[config.mk]
export PLATFORM = sky130hd
export DESIGN_NAME = sbst_sqrt
export DESIGN_NICKNAME = d
export VERILOG_FILES = /design/src/rtl/sbst_pkg.sv /design/src/rtl/sbst_sqrt.sv
export SDC_FILE = /design/constraint.sdc
export NUM_CORES = 2
export LEC_CHECK = 0
export BUFFER_PORTS_ARGS = -buffer_cell sky130_fd_sc_hd__buf_2
export CAP_MARGIN = 20
export CORE_MARGIN = 10
export CORE_UTILIZATION = 45
export CTS_CLUSTER_SIZE = 8
export DETAILED_ROUTE_END_ITERATION = 6
export HOLD_SLACK_MARGIN = 0.03
export MAX_ROUTING_LAYER = met4
export SLEW_MARGIN = 0
export SYNTH_ARGS = -nofsm -noshare
export SYNTH_HDL_FRONTEND = slang
export SYNTH_SLANG_ARGS = --single-unit
[constraint.sdc]
create_clock -name clock -period 11.2 [get_ports clock]
set_clock_uncertainty 0.1 [all_clocks]
set_input_delay 1.68 -clock clock [delete_from_list [all_inputs] [get_ports clock]]
set_output_delay 1.68 -clock clock [all_outputs]
set_load 0.005 [all_outputs]
[src/rtl/sbst_pkg.sv]
package sbst_pkg;

   // field widths
   localparam int COORD_WIDTH = 24;
   localparam int AXES        = 3;
   localparam int DIFF_W      = COORD_WIDTH + 2;
   localparam int DEN_W       = COORD_WIDTH + 1;
   localparam int PROD_W      = 2 * DIFF_W;
   localparam int LEN_W       = COORD_WIDTH + 1;
   localparam int DIST_W      = COORD_WIDTH + 1;
   localparam int NUM_W       = LEN_W + DEN_W;
   localparam int SUM_W       = 2 * DEN_W + 2;
   localparam int DIV_N       = NUM_W - DEN_W;
   localparam int CSR_IDX_W   = 3;

   // register indexes
   localparam logic [CSR_IDX_W-1:0] REG_START_X = 3'd0;
   localparam logic [CSR_IDX_W-1:0] REG_START_Y = 3'd1;
   localparam logic [CSR_IDX_W-1:0] REG_START_Z = 3'd2;
   localparam logic [CSR_IDX_W-1:0] REG_END_X   = 3'd3;
   localparam logic [CSR_IDX_W-1:0] REG_END_Y   = 3'd4;
   localparam logic [CSR_IDX_W-1:0] REG_END_Z   = 3'd5;

   // one axis: clamped entry and exit fractions, and the slab test
   typedef struct packed {
      logic signed [DIFF_W-1:0] en_n;
      logic [DEN_W-1:0]         en_d;
      logic signed [DIFF_W-1:0] ex_n;
      logic [DEN_W-1:0]         ex_d;
      logic                     ok;
   } lane_type;

   // merge result handed to the divider
   typedef struct packed {
      logic             hit;
      logic [NUM_W-1:0] num;
      logic [DEN_W-1:0] den;
   } merge_type;

   // signed numerator times positive denominator
   function automatic logic signed [PROD_W-1:0] mul_s(input logic signed [DIFF_W-1:0] n,
                                                      input logic [DEN_W-1:0] d);
      logic signed [PROD_W-1:0] nx;
      logic signed [PROD_W-1:0] dx;
      nx = PROD_W'(n);
      dx = $signed(PROD_W'(d));
      return nx * dx;
   endfunction

endpackage

[src/rtl/sbst_sqrt.sv]
module sbst_sqrt (
   input  logic                        clock,
   input  logic                        reset,
   input  logic                        start,
   input  logic [sbst_pkg::DEN_W-1:0]  dmag [sbst_pkg::AXES],
   output logic                        busy,
   output logic [sbst_pkg::LEN_W-1:0]  len
);
   import sbst_pkg::*;

   localparam int CNT_W = $clog2(LEN_W);

   typedef enum logic [1:0] {S_IDLE, S_SQUARE, S_ROOT} state_type;

   state_type          state_ff;
   logic [CNT_W-1:0]   cnt_ff;
   logic [SUM_W-1:0]   sum_ff;
   logic [LEN_W-1:0]   root_ff;
   logic [LEN_W-1:0]   trial;
   logic [DEN_W-1:0]   mul_op;
   logic [2*DEN_W-1:0] prod;

   // one shared multiplier: squares first, then trial roots
   always_comb begin
      trial  = root_ff | (LEN_W'(1) << cnt_ff);
      mul_op = (state_ff == S_ROOT) ? DEN_W'(trial) : dmag[cnt_ff[1:0]];
      prod   = (2*DEN_W)'(mul_op) * (2*DEN_W)'(mul_op);
   end

   always_ff @(posedge clock) begin
      if (reset) begin
         state_ff <= S_IDLE;
         cnt_ff   <= '0;
         sum_ff   <= '0;
         root_ff  <= '0;
      end else if (start) begin
         state_ff <= S_SQUARE;
         cnt_ff   <= '0;
         sum_ff   <= '0;
      end else begin
         unique case (state_ff)
            S_IDLE: begin
            end
            S_SQUARE: begin
               sum_ff <= sum_ff + SUM_W'(prod);
               if (cnt_ff == CNT_W'(AXES - 1)) begin
                  state_ff <= S_ROOT;
                  cnt_ff   <= CNT_W'(LEN_W - 1);
                  root_ff  <= '0;
               end else begin
                  cnt_ff <= cnt_ff + 1'b1;
               end
            end
            S_ROOT: begin
               if (SUM_W'(prod) <= sum_ff) root_ff <= trial;
               if (cnt_ff == '0) state_ff <= S_IDLE;
               else cnt_ff <= cnt_ff - 1'b1;
            end
            default: state_ff <= S_IDLE;
         endcase
      end
   end

   assign busy = state_ff != S_IDLE;
   assign len  = root_ff;

endmodule

==> results.cfg <==
[run_status]
status = finished clean

[place]
hpwl_um = 72910
port_buffers = 103
finalWeightedCongestion = 1.010
dpl_cell_area_um2 = 30000

[critical_path]
critPathLaunch = dmag[15]
r2r_slack_ns = 0.53
worstPathRequired_ns = 11.38
crit_type = in -> reg
crit_family = adder cells
critical-path-slowest-cell = fa_1
crit_cells = 45
slowest_delay_ns = 0.54
crit_fanout = 8
cp_num_buf_inv = 15
r2r-start = cnt_ff[0]
critPathArrivalTime_ns = 11.00
critPathCaptureType = register
start_kind = input port
reg2reg_depth = 40

[logic_synthesis]
yosysSeqAreaShare_pct = 6.551
synth_area_leaders = fa_1 (36%), ha_1 (14%), inv_1 (11%)
syn_inst = 3079
synth_top_cell_by_area = fa_1
synthArstFlopShare_pct = 0
ys_ff_latch = 84
syn_area_um2 = 25670
synth_cell_type_count = 77
synth_enable_flop_cells = 0
synth_top_area_share_pct = 36.34
yosysWarnings = 0
ys.flop_type = dfxtp_1
synthesis.nets = 3910
postSynthAreaPerCell_um2 = 8.337

[min_path]
min-delay-start = sum_ff[0]
hold_path_depth = 2
hold_class = reg -> reg

[timing]
tightest_slew_ns = 1.112
hold_violations = 0
clock.fmax_mhz = 92.43
fin_crit_ns = 10.82
slew_violations = 0
fin_tns_setup_ns = 0
post-route-period-util_pct = 96.59
setup-violations-final = 0
maxSlewHeadroom_pct = 25.57

[global_routing]
grt_usage_pct = 26.08
grt_pass1_vias = 24380
grt_antenna_before_repair = 1
grt_max_degree = 101
grt_overflow = 0
grt_pass1_wl_um = 133200

[detailed_routing]
vias = 22550
drtIter0Drc = 1412
finalWirelength_um = 84500
dr.pass1.iters = 6
wl_per_cell_um = 19.81
drc_errors = 0
drt.antenna.violating_nets = 0
viasPerCell = 5.286

[cells_and_area]
syn_to_final_growth_pct = 19.56
drive_gt1_share_pct = 18.47
final_cell_area_um2 = 30690
nets = 4335
layout_commonest_cell = inv_1
final_cell_mix = inv_1 (742), fa_1 (461), buf_4 (422)

[clock_tree]
cts_max_level = 3
clk_latency_ns = 0.37
cts_tree = yes
clkSinkCount = 84
clkTransAtPathRegs_ns = 0.08
clockBufferDepth = 2
hold_buffers = 0
numCtsBuffers = 9
cts-root-buf = clkbuf_16

[floorplanning]
start_util_pct = 45.53
rows = 87
ios = 104
die_w_um = 258.8
die_area_um2 = 67000
die_y_um = 258.8
coreArea_um2 = 56390

[run]
max_cap_violations = 0
[cells in the mapped netlist, drive strengths merged (23+ instances only)]
master and number:
fa 466, nor2 317, a21oi 168, ha 287, mux2i 24, nand4 23
dfxtp 84, o21bai 25, a211oi 67, a21o 54, a22o 25, o21ai 80
and3 34, inv 750, clkbuf 104, nand2 206, xnor2 74, nor3 26
[worst reg2reg max path, delay by kind of cell (launching register included)]
family                     cells  cell delay, ns
AOI/OAI and AO/OA              7            1.46
buffers and inverters         10            1.50
adders and majority gates     10            4.66
muxes                          1            0.36
DFF                            1            0.56
xor gates and xnor gates       1            0.12
and+or+nand+nor               11            1.83
[registers in the layout (all words and copies together) (netlist names)]
| register | count |
|---|---|
| cnt_ff | 5 |
| len | 25 |
| state_ff | 2 |
| sum_ff | 52 |
[final cells by class]
cell class	count	area, µm²
fillers	5439	25690
clock inverters	6	71.32
inverters	754	2840
well taps	756	945.9
clock buffers	10	229.0
diodes	1	2.502
multi-input cells	2119	21030
repair buffers	536	3886
flip-flops and latches	84	1683
[worst paths after layout]
check | end
max reg2reg | len[24]
max | sum_ff[47]
min reg2reg | sum_ff[0]
min | sum_ff[0]
[timing repair]
action,CTS,global route
gates cloned,0,0
gates resized for setup,2,75
endpoints found under the setup margin,26,43
buffers inserted,0,7
pin swaps,0,21
[layer usage]
layer | wire [µm] | vias up | part of all wire (%) | global-route usage (%)
met5 | 0 | - | 0 | -
met4 | 2053 | 0 | 2.4 | 6.339
met3 | 5093 | 109 | 6.0 | 3.265
met2 | 41460 | 697 | 49 | 43.82
met1 | 35890 | 11260 | 42 | 32.95
li1 | - | 10480 | - | -
[cells by family after synthesis]
kind of cell    synth area share (%)
compound gates                 13.60
flops                          6.551
xor+xnor                       3.173
mux                            1.067
buf+inv                        12.86
simple gates                   12.42
fa+ha+maj                      50.33
[per-stage QoR]
step / utilization (%) / setup WS (ns) / hold slack [ns] / cells
after floorplan: - / 0.08462 / 0.3492 / 3079
after global placement: 53.20 / -0.3590 / 0.3614 / 4243
after detailed placement: 53.20 / -0.4078 / 0.3733 / 4243
after CTS: 53.74 / 0.008034 / 0.3863 / 4259
after global routing: 54.43 / -0.03930 / 0.4023 / 4266
final: 54.43 / 0.3814 / 0.3831 / 4266
Power is not shown: default switching activity piles up to over one toggle a cycle in this logic, so the estimate is an artifact.
