--- src/rtl/sbst_pkg.sv ---
package sbst_pkg;

   // field widths
   localparam int COORD_WIDTH = 24;
   localparam int AXES        = 3;
   localparam int DIFF_W      = COORD_WIDTH + 2;
   localparam int DEN_W       = COORD_WIDTH + 1;
   localparam int PROD_W      = 2 * DIFF_W;
   localparam int LEN_W       = COORD_WIDTH + 1;
   localparam int DIST_W      = COORD_WIDTH + 1;
   localparam int NUM_W       = LEN_W + DEN_W;
   localparam int SUM_W       = 2 * DEN_W + 2;
   localparam int DIV_N       = NUM_W - DEN_W;
   localparam int CSR_IDX_W   = 3;

   // register indexes
   localparam logic [CSR_IDX_W-1:0] REG_START_X = 3'd0;
   localparam logic [CSR_IDX_W-1:0] REG_START_Y = 3'd1;
   localparam logic [CSR_IDX_W-1:0] REG_START_Z = 3'd2;
   localparam logic [CSR_IDX_W-1:0] REG_END_X   = 3'd3;
   localparam logic [CSR_IDX_W-1:0] REG_END_Y   = 3'd4;
   localparam logic [CSR_IDX_W-1:0] REG_END_Z   = 3'd5;

   // one axis: clamped entry and exit fractions, and the slab test
   typedef struct packed {
      logic signed [DIFF_W-1:0] en_n;
      logic [DEN_W-1:0]         en_d;
      logic signed [DIFF_W-1:0] ex_n;
      logic [DEN_W-1:0]         ex_d;
      logic                     ok;
   } lane_type;

   // merge result handed to the divider
   typedef struct packed {
      logic             hit;
      logic [NUM_W-1:0] num;
      logic [DEN_W-1:0] den;
   } merge_type;

   // signed numerator times positive denominator
   function automatic logic signed [PROD_W-1:0] mul_s(input logic signed [DIFF_W-1:0] n,
                                                      input logic [DEN_W-1:0] d);
      logic signed [PROD_W-1:0] nx;
      logic signed [PROD_W-1:0] dx;
      nx = PROD_W'(n);
      dx = $signed(PROD_W'(d));
      return nx * dx;
   endfunction

endpackage

--- src/rtl/sbst_div.sv ---
module sbst_div (
   input  logic                        clock,
   input  logic                        reset,
   input  logic                        en,
   input  logic                        in_valid,
   input  sbst_pkg::merge_type         in_data,
   output logic                        out_valid,
   output logic                        out_hit,
   output logic [sbst_pkg::DIST_W-1:0] out_quot
);
   import sbst_pkg::*;

   logic             v_ff   [DIV_N];
   logic             hit_ff [DIV_N];
   logic [DEN_W-1:0] den_ff [DIV_N];
   logic [DEN_W-1:0] rem_ff [DIV_N];
   logic [DIV_N-1:0] low_ff [DIV_N];
   logic [DIV_N-1:0] q_ff   [DIV_N];
   logic [DEN_W-1:0] rem_in [DIV_N];
   logic [DIV_N-1:0] low_in [DIV_N];
   logic [DIV_N-1:0] q_in   [DIV_N];

   // one quotient bit per stage, restoring
   always_comb begin
      logic [DEN_W-1:0] src_rem;
      logic [DIV_N-1:0] src_low;
      logic [DIV_N-1:0] src_q;
      logic [DEN_W-1:0] src_den;
      logic [DEN_W:0]   t;
      logic             ge;
      for (int k = 0; k < DIV_N; k++) begin
         if (k == 0) begin
            src_rem = in_data.num[NUM_W-1:DIV_N];
            src_low = in_data.num[DIV_N-1:0];
            src_q   = '0;
            src_den = in_data.den;
         end else begin
            src_rem = rem_ff[k-1];
            src_low = low_ff[k-1];
            src_q   = q_ff[k-1];
            src_den = den_ff[k-1];
         end
         t         = {src_rem, src_low[DIV_N-1]};
         ge        = t >= {1'b0, src_den};
         rem_in[k] = ge ? DEN_W'(t - {1'b0, src_den}) : DEN_W'(t);
         low_in[k] = src_low << 1;
         q_in[k]   = {src_q[DIV_N-2:0], ge};
      end
   end

   always_ff @(posedge clock) begin
      if (reset) begin
         for (int k = 0; k < DIV_N; k++) v_ff[k] <= 1'b0;
      end else if (en) begin
         v_ff[0] <= in_valid;
         for (int k = 1; k < DIV_N; k++) v_ff[k] <= v_ff[k-1];
      end
   end

   always_ff @(posedge clock) begin
      if (en) begin
         hit_ff[0] <= in_data.hit;
         den_ff[0] <= in_data.den;
         for (int k = 1; k < DIV_N; k++) begin
            hit_ff[k] <= hit_ff[k-1];
            den_ff[k] <= den_ff[k-1];
         end
         for (int k = 0; k < DIV_N; k++) begin
            rem_ff[k] <= rem_in[k];
            low_ff[k] <= low_in[k];
            q_ff[k]   <= q_in[k];
         end
      end
   end

   assign out_valid = v_ff[DIV_N-1];
   assign out_hit   = hit_ff[DIV_N-1];
   assign out_quot  = DIST_W'(q_ff[DIV_N-1]);

endmodule

--- config.mk ---
export PLATFORM = sky130hd
export DESIGN_NAME = sbst_div
export DESIGN_NICKNAME = d
export VERILOG_FILES = /design/src/rtl/sbst_pkg.sv /design/src/rtl/sbst_div.sv
export SDC_FILE = /design/constraint.sdc
export NUM_CORES = 2
export LEC_CHECK = 0
export BUFFER_PORTS_ARGS = -buffer_cell sky130_fd_sc_hd__buf_4
export CORE_AREA = 2 2 526 528
export DETAILED_ROUTE_END_ITERATION = 6
export DIE_AREA = 0 0 528 530
export SLEW_MARGIN = 20
export SYNTH_ARGS = -nofsm -noshare
export SYNTH_HDL_FRONTEND = slang
export SYNTH_SLANG_ARGS = --single-unit
--- constraint.sdc ---
create_clock -name clock -period 4.8 [get_ports clock]
set_clock_uncertainty 0.2 [all_clocks]
set_input_delay 0.24 -clock clock [delete_from_list [all_inputs] [get_ports clock]]
set_output_delay 0.24 -clock clock [all_outputs]
set_load 0.01 [all_outputs]
==> flow_summary.yaml <==
logic_synthesis:
  synthAdderAreaFrac_pct: 8.68
  ys_top_cells_by_area: "edfxtp_1 (59%), ha_1 (8.2%), inv_1 (3.2%), xnor2_1 (2.8%), a21oi_1 (2.8%)"
  synth_compound_area_share_pct: 13.0
  synth_warnings: 0
  async_flop_share_pct: 0
  syn-cell-area_um2: 95700
  synth_edf_count: 1875
  synthCells: 7703
  ys_seq_area_share_pct: 58.8
  synth_top_family_by_area: "compound AO/OA/AOI/OAI gates"
  ys.flop_type: "edfxtp_1"
  synthXorXnorAreaFrac_pct: 4.40
  synthMuxAreaShare_pct: 3.52
  yosys.area.top_type: "edfxtp_1"
  ys_seq_elements: 1875
  synthDistinctLibCells: 101
  syn_area_per_cell_um2: 12.4
  syn_nets: 8432
  synth_top_area_share_pct: 58.8
  synthSimpleGateAreaFrac_pct: 7.58
sta:
  rsz0062_at_grt: "no"
  setup_violations: 0
  setup_ws_ns: 0.489
  post-route-period-util_pct: 89.8
  clock.fmax_ghz: 0.232
  hold_viol: 0
  max_slew_margin_pct: 26.2
  drv_slew: 0
  worst_pin_slew_ns: 1.11
  finalCriticalPeriod_ns: 4.31
  fin_tns_setup_ns: 0
routing:
  first_pass_iters: 6
  vias: 60719
  vias_per_cell: 5.10
  drt-total-wl_um: 214000
  wire_per_inst_um: 18.0
  ant_nets: 0
  post-route-drc-count: 0
  drt-initial-drc-count: 4640
worst_setup_path:
  endpoint_kind: "flop"
  critPathMaxStageDelay_ns: 0.63
  worstPathArrival_ns: 4.67
  crit_path_start_kind: "flop"
  worstPathMaxFanout: 25
  worstPathRequired_ns: 5.16
  critPathLaunch: "den_ff[0][325]"
  path_cells: "ha_1, inv_1, fa_1, a211o_1, a211oi_2, nor4_1, or4b_1, nand2_1, o21ai_2, a21oi_4, o21ai_2, buf_4, mux2_4"
  crit_slowest_cell: "or4b_1"
  crit_top_cell: "o21ai_2"
  crit_type: "flop to flop"
  rr_startpoint: "den_ff[0][325]"
floorplan:
  coreArea_um2: 275000
  die_h_um: 530
  die-area_um2: 280000
  die_w_um: 528
  fp-row-count: 193
  start_util_pct: 34.8
  ios: 107
power_and_ir_drop:
  power_density_nw_per_um2: 658
  p_sw_share_pct: 35.5
  clockPowerShare_pct: 22.7
  peakVddDrop_uv: 411
  total_power_w: 0.0723
  switchingPower_w: 0.0256
  p_leak_nw: 43.4
  p_seq_share_pct: 36.1
  pwr-share-comb_pct: 41.2
  p_int_w: 0.0467
final_layout:
  layout-drive-gt1-share_pct: 10.3
  fillerInstances: 25554
  final_nets: 8850
  seqCellArea_um2: 56300
  area_growth_pct: 14.8
  fin_area_um2: 110000
  multiInputGateArea_um2: 35600
clock_network:
  insertion_delay_ns: 0.87
  numCtsBuffers: 215
  clockRootBuffer: "clkbuf_16"
  htreeDepth: 4
  clk_pin_slew_ns: 0.06
  cts.sinks: 1875
  cts_setup_buffers: 0
  cts_buffer_depth: 4
  cts_tree: "built"
place:
  place_congestion: 0.943
  portBuffers: 106
  dpl_worst_slack_ns: 0.405
  dp.final_hpwl_um: 156000
  dpl-instance-area_um2: 101000
hold_path:
  min_path_type: "input pin to flop"
  min-delay-start: "in_data[69]"
grt:
  antenna_found_initial: 10
  overflow: 0
  grt_pass1_wl_um: 333000
  grt_max_degree: 170
  grt.total_usage_pct: 14.9
  grt_pass1_vias: 59791
job:
  cap_viol_max_count: 0
outcome:
  outcome: "complete, no violations"
[cells by family (layout without fill, tap and decap cells)]
kind of cell	Yosys count	count (layout)
adder cells (fa/ha/maj)	649	649
multiplexers	290	290
other	0	1
XOR/XNOR	481	481
AND/OR/NAND/NOR	1504	1504
flip-flops	1875	1875
AO/OA/AOI/OAI	1926	1926
buffers and inverters	978	1562
[cells in the mapped netlist (all sizes together), types with 83 or more instances]
cell type and instances:
a21o 284, a21oi 543, clkbuf 99, edfxtp 1875, ha 625, inv 830, mux2 267, nand2 480
nand2b 89, nand3 106, nand4 87, nor2 343, nor3 89, o21a 83, o21ai 471, o21bai 84
xnor2 309, xor2 172
[stage by stage]
| stage | utilization (%) | hold slack (ns) | cells |
|---|---|---|---|
| after floorplan | - | 0.139 | 7703 |
| after global placement | 36.8 | 0.200 | 11353 |
| after detailed placement | 36.8 | 0.205 | 11353 |
| after CTS | 40.0 | 0.00867 | 11894 |
| after global routing | 40.0 | 0.0644 | 11895 |
| final | 40.0 | 0.0910 | 11895 |
[metal layers]
layer	GRT usage [%]	wire, um
met1	20.4	98500
met2	24.3	98300
met3	2.06	10700
met4	4.58	6030
met5	0	0
[cell type report]
cell class	instances	share of cell area, %
Multi-Input combinational cell	4850	32.5
Sequential cell	1875	51.3
Clock buffer	247	5.05
Inverter	830	2.84
Antenna cell	1	0.00228
Tap cell	3607	4.11
Clock inverter	136	1.36
Timing Repair Buffer	349	2.91
[worst max-delay path, delay by kind of cell (launching register included)]
kind | cells | cell delay, ns
adders and majority gates | 2 | 0.65
muxes | 1 | 0.36
and+or+nand+nor | 3 | 0.91
DFF | 1 | 0.58
buffers and inverters | 2 | 0.36
AOI/OAI and AO/OA | 5 | 0.94
[state kept, by name, summed over array words and instances (netlist names)]
signal / flops
low_ff: 300
q_ff: 325
v_ff: 25
hit_ff: 25
den_ff: 600
rem_ff: 600
[cell usage in the layout (no fill, tap or decap), types with 42 or more instances in the layout]
master,count
a211oi_1,57
a21o_1,282
a21oi_1,530
a31oi_1,56
and2_1,45
and3_1,53
buf_4,177
clkbuf_16,217
clkinv_1,42
dlygate4sd3_1,158
edfxtp_1,1875
ha_1,625
inv_1,828
mux2_2,224
nand2_1,480
nand2b_1,89
nand3_1,106
nand4_1,87
nor2_1,342
nor2b_1,67
nor3_1,89
o21a_1,83
o21ai_0,452
o21bai_1,84
o31ai_1,48
xnor2_1,309
xor2_1,172
[power groups by stage]
stage                     clock [W]  combinational, W  sequential (W)
after floorplan                   0            0.0230          0.0248
after CTS                    0.0170            0.0296          0.0261
after detailed placement          0            0.0292          0.0264
after global placement            0            0.0287          0.0265
final                        0.0164            0.0298          0.0261
after global routing         0.0176            0.0332          0.0264
[timing repair]
item	in CTS	in global routing
setup endpoints to repair	0	16
hold buffers	158	0
resized for setup	0	1
endpoints found under the hold margin	204	0
[path summary, 6_finish.rpt]
check	end	cells past startpoint	slack, ns
setup / recovery	rem_ff[1][169]	13	0.49
hold / removal	rem_ff[0][20]	3	0.09
setup reg to reg	rem_ff[1][169]	13	0.49
hold reg to reg	q_ff[18][3]	0	0.18
(Power assumes the default switching activity.)
