**src/rtl/sbst_pkg.sv**
```systemverilog
package sbst_pkg;

   // field widths
   localparam int COORD_WIDTH = 24;
   localparam int AXES        = 3;
   localparam int DIFF_W      = COORD_WIDTH + 2;
   localparam int DEN_W       = COORD_WIDTH + 1;
   localparam int PROD_W      = 2 * DIFF_W;
   localparam int LEN_W       = COORD_WIDTH + 1;
   localparam int DIST_W      = COORD_WIDTH + 1;
   localparam int NUM_W       = LEN_W + DEN_W;
   localparam int SUM_W       = 2 * DEN_W + 2;
   localparam int DIV_N       = NUM_W - DEN_W;
   localparam int CSR_IDX_W   = 3;

   // register indexes
   localparam logic [CSR_IDX_W-1:0] REG_START_X = 3'd0;
   localparam logic [CSR_IDX_W-1:0] REG_START_Y = 3'd1;
   localparam logic [CSR_IDX_W-1:0] REG_START_Z = 3'd2;
   localparam logic [CSR_IDX_W-1:0] REG_END_X   = 3'd3;
   localparam logic [CSR_IDX_W-1:0] REG_END_Y   = 3'd4;
   localparam logic [CSR_IDX_W-1:0] REG_END_Z   = 3'd5;

   // one axis: clamped entry and exit fractions, and the slab test
   typedef struct packed {
      logic signed [DIFF_W-1:0] en_n;
      logic [DEN_W-1:0]         en_d;
      logic signed [DIFF_W-1:0] ex_n;
      logic [DEN_W-1:0]         ex_d;
      logic                     ok;
   } lane_type;

   // merge result handed to the divider
   typedef struct packed {
      logic             hit;
      logic [NUM_W-1:0] num;
      logic [DEN_W-1:0] den;
   } merge_type;

   // signed numerator times positive denominator
   function automatic logic signed [PROD_W-1:0] mul_s(input logic signed [DIFF_W-1:0] n,
                                                      input logic [DEN_W-1:0] d);
      logic signed [PROD_W-1:0] nx;
      logic signed [PROD_W-1:0] dx;
      nx = PROD_W'(n);
      dx = $signed(PROD_W'(d));
      return nx * dx;
   endfunction

endpackage

```
**src/rtl/sbst_lane.sv**
```systemverilog
module sbst_lane (
   input  logic signed [sbst_pkg::COORD_WIDTH-1:0] s,
   input  logic signed [sbst_pkg::COORD_WIDTH-1:0] e,
   input  logic signed [sbst_pkg::COORD_WIDTH-1:0] lo,
   input  logic signed [sbst_pkg::COORD_WIDTH-1:0] hi,
   output sbst_pkg::lane_type                      res
);
   import sbst_pkg::*;

   logic signed [DIFF_W-1:0] d, na, nb, ma, mb, near, far;
   logic [DEN_W-1:0]         den;
   logic                     neg, zero, in_slab;

   // direction and offsets, flipped onto a positive direction
   always_comb begin
      d       = DIFF_W'(e) - DIFF_W'(s);
      na      = DIFF_W'(lo) - DIFF_W'(s);
      nb      = DIFF_W'(hi) - DIFF_W'(s);
      neg     = d < 0;
      zero    = d == 0;
      den     = neg ? DEN_W'(-d) : DEN_W'(d);
      ma      = neg ? -na : na;
      mb      = neg ? -nb : nb;
      near    = (ma < mb) ? ma : mb;
      far     = (ma < mb) ? mb : ma;
      in_slab = (s >= lo) && (s <= hi);
   end

   // clamp entry to zero and exit to one
   always_comb begin
      if (zero || near < 0) begin
         res.en_n = '0;
         res.en_d = DEN_W'(1);
      end else begin
         res.en_n = near;
         res.en_d = den;
      end
      if (zero || far >= $signed({1'b0, den})) begin
         res.ex_n = DIFF_W'(1);
         res.ex_d = DEN_W'(1);
      end else begin
         res.ex_n = far;
         res.ex_d = den;
      end
      res.ok = zero ? in_slab : 1'b1;
   end

endmodule

```
**config.mk**
```make
export PLATFORM = sky130hd
export DESIGN_NAME = sbst_lane
export DESIGN_NICKNAME = d
export VERILOG_FILES = /design/src/rtl/sbst_pkg.sv /design/src/rtl/sbst_lane.sv
export SDC_FILE = /design/constraint.sdc
export NUM_CORES = 1
export LEC_CHECK = 0
export BUFFER_PORTS_ARGS = -buffer_cell sky130_fd_sc_hd__buf_2
export CAP_MARGIN = 20
export CORE_MARGIN = 5
export CORE_UTILIZATION = 30
export DETAILED_ROUTE_END_ITERATION = 8
export MAX_ROUTING_LAYER = met4
export PLACE_DENSITY = 0.5
export SYNTH_ARGS = -nofsm -noshare
export SYNTH_HDL_FRONTEND = slang
export SYNTH_SLANG_ARGS = --single-unit
```
**constraint.sdc**
```tcl
create_clock -name vclk -period 14.5
set_clock_uncertainty 0.05 [all_clocks]
set_input_delay 1.45 -clock vclk [all_inputs]
set_output_delay 1.45 -clock vclk [all_outputs]
set_load 0.05 [all_outputs]
```
==> results of run 1 <==
==> metal layers <==
layer	share of wire	routed length, um	global-route usage	vias to the layer above
li1	-	-	-	4804
met1	0.50	16300	0.299	4315
met2	0.43	14000	0.315	311
met3	0.055	1810	0.00684	21
met4	0.016	510	0.0297	0
met5	0	0	-	-
==> cells in the final DEF (no fill, tap or decap), types with 19 or more instances in the layout <==
cell / instances
buf_2: 198
o21ai_0: 71
a211oi_1: 30
xnor2_1: 63
inv_1: 71
nor2_1: 140
nand2_1: 86
nor3_1: 32
ha_1: 125
and3_1: 34
o21a_1: 20
a21oi_1: 91
a21o_1: 38
xor2_1: 50
nor3_2: 19
nand3_1: 28
==> critical path: cells and delay by family <==
| family | cells | cell delay (ps) |
|---|---|---|
| adders and majority gates | 4 | 1120 |
| AOI/OAI and AO/OA | 13 | 3770 |
| xor gates and xnor gates | 2 | 470 |
| and+or+nand+nor | 8 | 1950 |
| muxes | 1 | 350 |
| buffers and inverters | 6 | 1390 |
==> kinds of logic (layout without fill, tap and decap cells) <==
kind of cell / after synthesis / in the layout / synth area share
AOI/OAI and AO/OA: 366 / 366 / 0.296
xor gates and xnor gates: 113 / 113 / 0.118
adders and majority gates: 129 / 129 / 0.195
buffers and inverters: 120 / 276 / 0.0643
muxes: 27 / 27 / 0.0388
other: 1 / 1 / 0.000447
and+or+nand+nor: 463 / 463 / 0.287
==> how the worst max path moves through the flow <==
stage / startpoint / endpoint / cells after the start
after CTS: s[1] / res[47] / 34
after global placement: s[1] / res[2] / 33
after global routing: s[1] / res[4] / 34
after detailed placement: s[1] / res[47] / 34
after floorplan: e[0] / res[2] / 40
final: s[1] / res[47] / 34
==> power groups by stage <==
stage | logic, mW | clock network [mW] | registers, mW
CTS | 2.00 | 0 | 0
detailed placement | 2.00 | 0 | 0
floorplan | 1.59 | 0 | 0
global route | 2.16 | 0 | 0
finish | 2.01 | 0 | 0
global placement | 1.99 | 0 | 0
==> area by class of cell <==
class                           count  share of cell area
Multi-Input combinational cell   1099               0.815
Inverter                           71              0.0275
Tap cell                          378              0.0488
Timing Repair Buffer              205               0.109
==> impl_metrics.csv, run 1 <==
group,metric,value,unit
place,place_area,0.00967,mm^2
setup_path,cp_slowest_stage_delay,780,ps
timing,period_needed,12050,ps
logic_synthesis,ys_seq_area_frac,0,
logic_synthesis,yosys_warnings,0,
pwr,vdd_drop_max,0.0985,mV
timing,fmax,83.0,MHz
worst_hold_path,hold_end,"res[1]",
floorplan,ioPinCount,199,
floorplan,rows,61,
setup_path,start_kind,"input port",
logic_synthesis,synth.largest_area_cell,"ha_1",
routing,wire_per_inst,18.6,um
grt,track_usage,0.203,
floorplan,start_util,0.303,
cells_and_area,finish.net_count,1601,
timing,rsz0062_at_grt,"false",
logic_synthesis,synth_top_area_share,0.186,
cells_and_area,n_clock_buffer,0,
pwr,seqPwrFrac,0,
cells_and_area,antenna_cells_inserted,0,
place,dp_hpwl,28.5,mm
worst_hold_path,hp-start,"e[0]",
setup_path,crit_slowest_cell,"a31oi_4",
timing,worst_slack,2450,ps
cells_and_area,fillers,3040,
outcome,outcome,"finished, final reports clean",
cells_and_area,multiInputGateArea,0.00790,mm^2
logic_synthesis,yosys-top-cells-count,"nor2_1 (140), ha_1 (125), a21oi_1 (92)",
logic_synthesis,synth.distinct_cells,84,
grt,grt_pass1_vias,8980,
routing,drt_iter0_markers,503,
worst_hold_path,hold_path.class,"input port to output port",
logic_synthesis,synth_area_leaders,"ha_1 (19%), xnor2_1 (6.6%), nor2_1 (6.3%)",
place,place_congestion,0.984,
logic_synthesis,netlist_area,0.00839,mm^2
floorplan,core-area,0.0277,mm^2
place,dp_slack,2520,ps
routing,vias,9451,
cells_and_area,drive_gt1_frac,0.193,
cells_and_area,fin_cells,1753,
grt,grt_max_degree,50,
routing,wirelength,32.6,mm
timing,finalHoldViolCount,0,
place,portBuffers,198,
pwr,internal_power,0.555,mW
setup_path,path_class,"input port to output port",
worst_hold_path,whs_path_depth,5,
clock_tree,ctsHoldBuffers,0,
routing,ant_nets,0,
cells_and_area,stdcell_area,0.00969,mm^2
pwr,clock_power_share,0,
place,placedCellCount,1752,
grt,grt_pass1_wl,49.9,mm
cells_and_area,syn2layout_area_growth,15.5,%
logic_synthesis,avgSynthCellArea,6.88,um^2
logic_synthesis,synthesis.nets,1443,
logic_synthesis,synth_cells,1219,
pwr,p_sw,1.46,mW
timing,whs,3490,ps
cells_and_area,seqCellArea,0,um^2
pwr,p_sw_frac,0.724,
floorplan,die_w,177,um
logic_synthesis,synth_most_common_cell,"nor2_1",
pwr,p_per_area,208,mW/mm^2
cells_and_area,seq_cells,0,
timing,drv_slew,0,
setup_path,critical_path.max_fanout,35,
grt,antenna_found_initial,0,
routing,firstDrtPassIters,6,
timing,period_share,0.831,
run,cap_violations,0,
setup_path,end_kind,"output port",
timing,slew_headroom,0.327,
routing,remaining_drc_errors,0,
pwr,power_frac_comb,1.000,
clock_tree,post_cts_buffers,0,
setup_path,worstPathArrival,10550,ps
grt,overflow,0,
timing,finalSetupTns,0,ps
timing,tightestPinTransition,1000,ps
cells_and_area,fin_util,0.350,
timing,setup_violations,0,
pwr,p_leak,4.57,nW
pwr,finalPower,2.01,mW
setup_path,required,13000,ps
routing,via_per_inst,5.39,
floorplan,die-height,177,um
floorplan,fp.dieArea,0.0314,mm^2
clock_tree,cts_resized,0,
Note: power is estimated with default switching activity, not from simulation.
==> inputs of run 2 (changes only) <==
--- a/config.mk
+++ b/config.mk
@@ -11,7 +11,7 @@
 export CORE_UTILIZATION = 30
 export DETAILED_ROUTE_END_ITERATION = 8
 export MAX_ROUTING_LAYER = met4
-export PLACE_DENSITY = 0.5
+export PLACE_DENSITY = 0.51
 export SYNTH_ARGS = -nofsm -noshare
 export SYNTH_HDL_FRONTEND = slang
 export SYNTH_SLANG_ARGS = --single-unit
==> constraint.sdc (replaced) <==
create_clock -name vclk -period 10.3
set_clock_uncertainty 0.05 [all_clocks]
set_input_delay 1.03 -clock vclk [all_inputs]
set_output_delay 1.03 -clock vclk [all_outputs]
set_load 0.05 [all_outputs]
==> impl_metrics.csv, run 2 (same netlist as run 1, synthesis figures left out) <==
group,metric,value,unit
pwr,vdd_drop_max,0.147,mV
place,place_congestion,0.956,
cells_and_area,finish.net_count,1645,
floorplan,ioPinCount,199,
timing,tightestPinTransition,756,ps
grt,grt_pass1_wl,49.7,mm
timing,finalHoldViolCount,0,
setup_path,cp_slowest_stage_delay,480,ps
grt,antenna_found_initial,0,
setup_path,crit_slowest_cell,"a2111o_1",
pwr,p_sw,2.10,mW
cells_and_area,fin_cells,1797,
timing,period_needed,9950,ps
timing,fmax,100,MHz
pwr,power_frac_comb,1.000,
outcome,outcome,"finished, final reports clean",
routing,via_per_inst,5.37,
cells_and_area,final_cell_mix,"buf_2 (179), nor2_1 (140), ha_1 (120)",
cells_and_area,drive_gt1_frac,0.238,
routing,firstDrtPassIters,5,
floorplan,die-height,177,um
setup_path,worstPathArrival,8870,ps
routing,remaining_drc_errors,0,
routing,drt_iter0_markers,576,
routing,ant_nets,0,
grt,grt_pass1_vias,9003,
floorplan,start_util,0.303,
cells_and_area,fin_util,0.372,
cells_and_area,final_common_cell,"buf_2",
floorplan,fp.dieArea,0.0314,mm^2
grt,overflow,0,
floorplan,die_w,177,um
place,dp_hpwl,29.2,mm
place,portBuffers,198,
pwr,p_leak,4.82,nW
setup_path,cp_num_buf_inv,4,
timing,finalSetupTns,0,ps
cells_and_area,antenna_cells_inserted,0,
pwr,p_per_area,294,mW/mm^2
pwr,p_sw_frac,0.692,
timing,setup_violations,0,
pwr,internal_power,0.934,mW
routing,vias,9649,
grt,track_usage,0.202,
timing,period_share,0.966,
pwr,finalPower,3.03,mW
floorplan,core-area,0.0277,mm^2
grt,grt_max_degree,30,
run,cap_violations,0,
pwr,seqPwrFrac,0,
routing,wirelength,33.4,mm
setup_path,start_kind,"input port",
cells_and_area,n_clock_buffer,0,
pwr,clock_power_share,0,
routing,wire_per_inst,18.6,um
setup_path,cp_top_family,"compound AO/OA/AOI/OAI gates",
setup_path,critical_path.max_fanout,13,
place,placedCellCount,1787,
cells_and_area,seq_cells,0,
timing,drv_slew,0,
floorplan,rows,61,
timing,slew_headroom,0.491,
setup_path,end_kind,"output port",
setup_path,path_class,"input port to output port",
timing,whs,2680,ps
cells_and_area,syn2layout_area_growth,22.8,%
worst_hold_path,hold_path.class,"input port to output port",
setup_path,required,9220,ps
setup_path,cp_common_cell,"a21oi_1",
cells_and_area,seqCellArea,0,um^2
==> run 2: per-stage QoR <==
stage | cell area, um^2 | setup slack, ps
after floorplan | 8390 | 248
after global placement | 9960 | 150
after detailed placement | 9960 | -31.0
after CTS | 9960 | 12.8
after global routing | 10300 | -28.3
final | 10300 | 349
==> run 2: final timing paths <==
kind              slack [ps]  start  cells past startpoint       to
setup / recovery         350   s[5]                     38  res[11]
hold / removal          2680   s[0]                      4   res[1]
==> run 2: layout make-up <==
cell class	instances	area, um^2
multi-input combinational	1099	8050
tap	378	473
fill	3034	17400
timing repair buffer	249	1510
inverter	71	270
==> run 2: repair_timing <==
item / 4_1_cts / 5_1_grt
pin swaps: 0 / 10
setup endpoints to repair: 6 / 50
resized for setup: 1 / 74
setup buffers: 0 / 8
hold buffers: 0 / 0
cloned: 0 / 2
==> run 2: power by group through the flow <==
stage | Clock [mW] | Sequential [mW] | Combinational [mW]
final | 0 | 0 | 3.03
after floorplan | 0 | 0 | 2.23
after CTS | 0 | 0 | 2.90
after detailed placement | 0 | 0 | 2.89
after global routing | 0 | 0 | 3.24
after global placement | 0 | 0 | 2.87
==> run 2: metal layers <==
metal / part of all wire / track usage / up-vias
met1: 0.50 / 0.298 / 4424
met4: 0.014 / 0.0242 / 0
li1: - / - / 4902
met3: 0.057 / 0.0130 / 23
met5: 0 / - / -
met2: 0.43 / 0.314 / 300
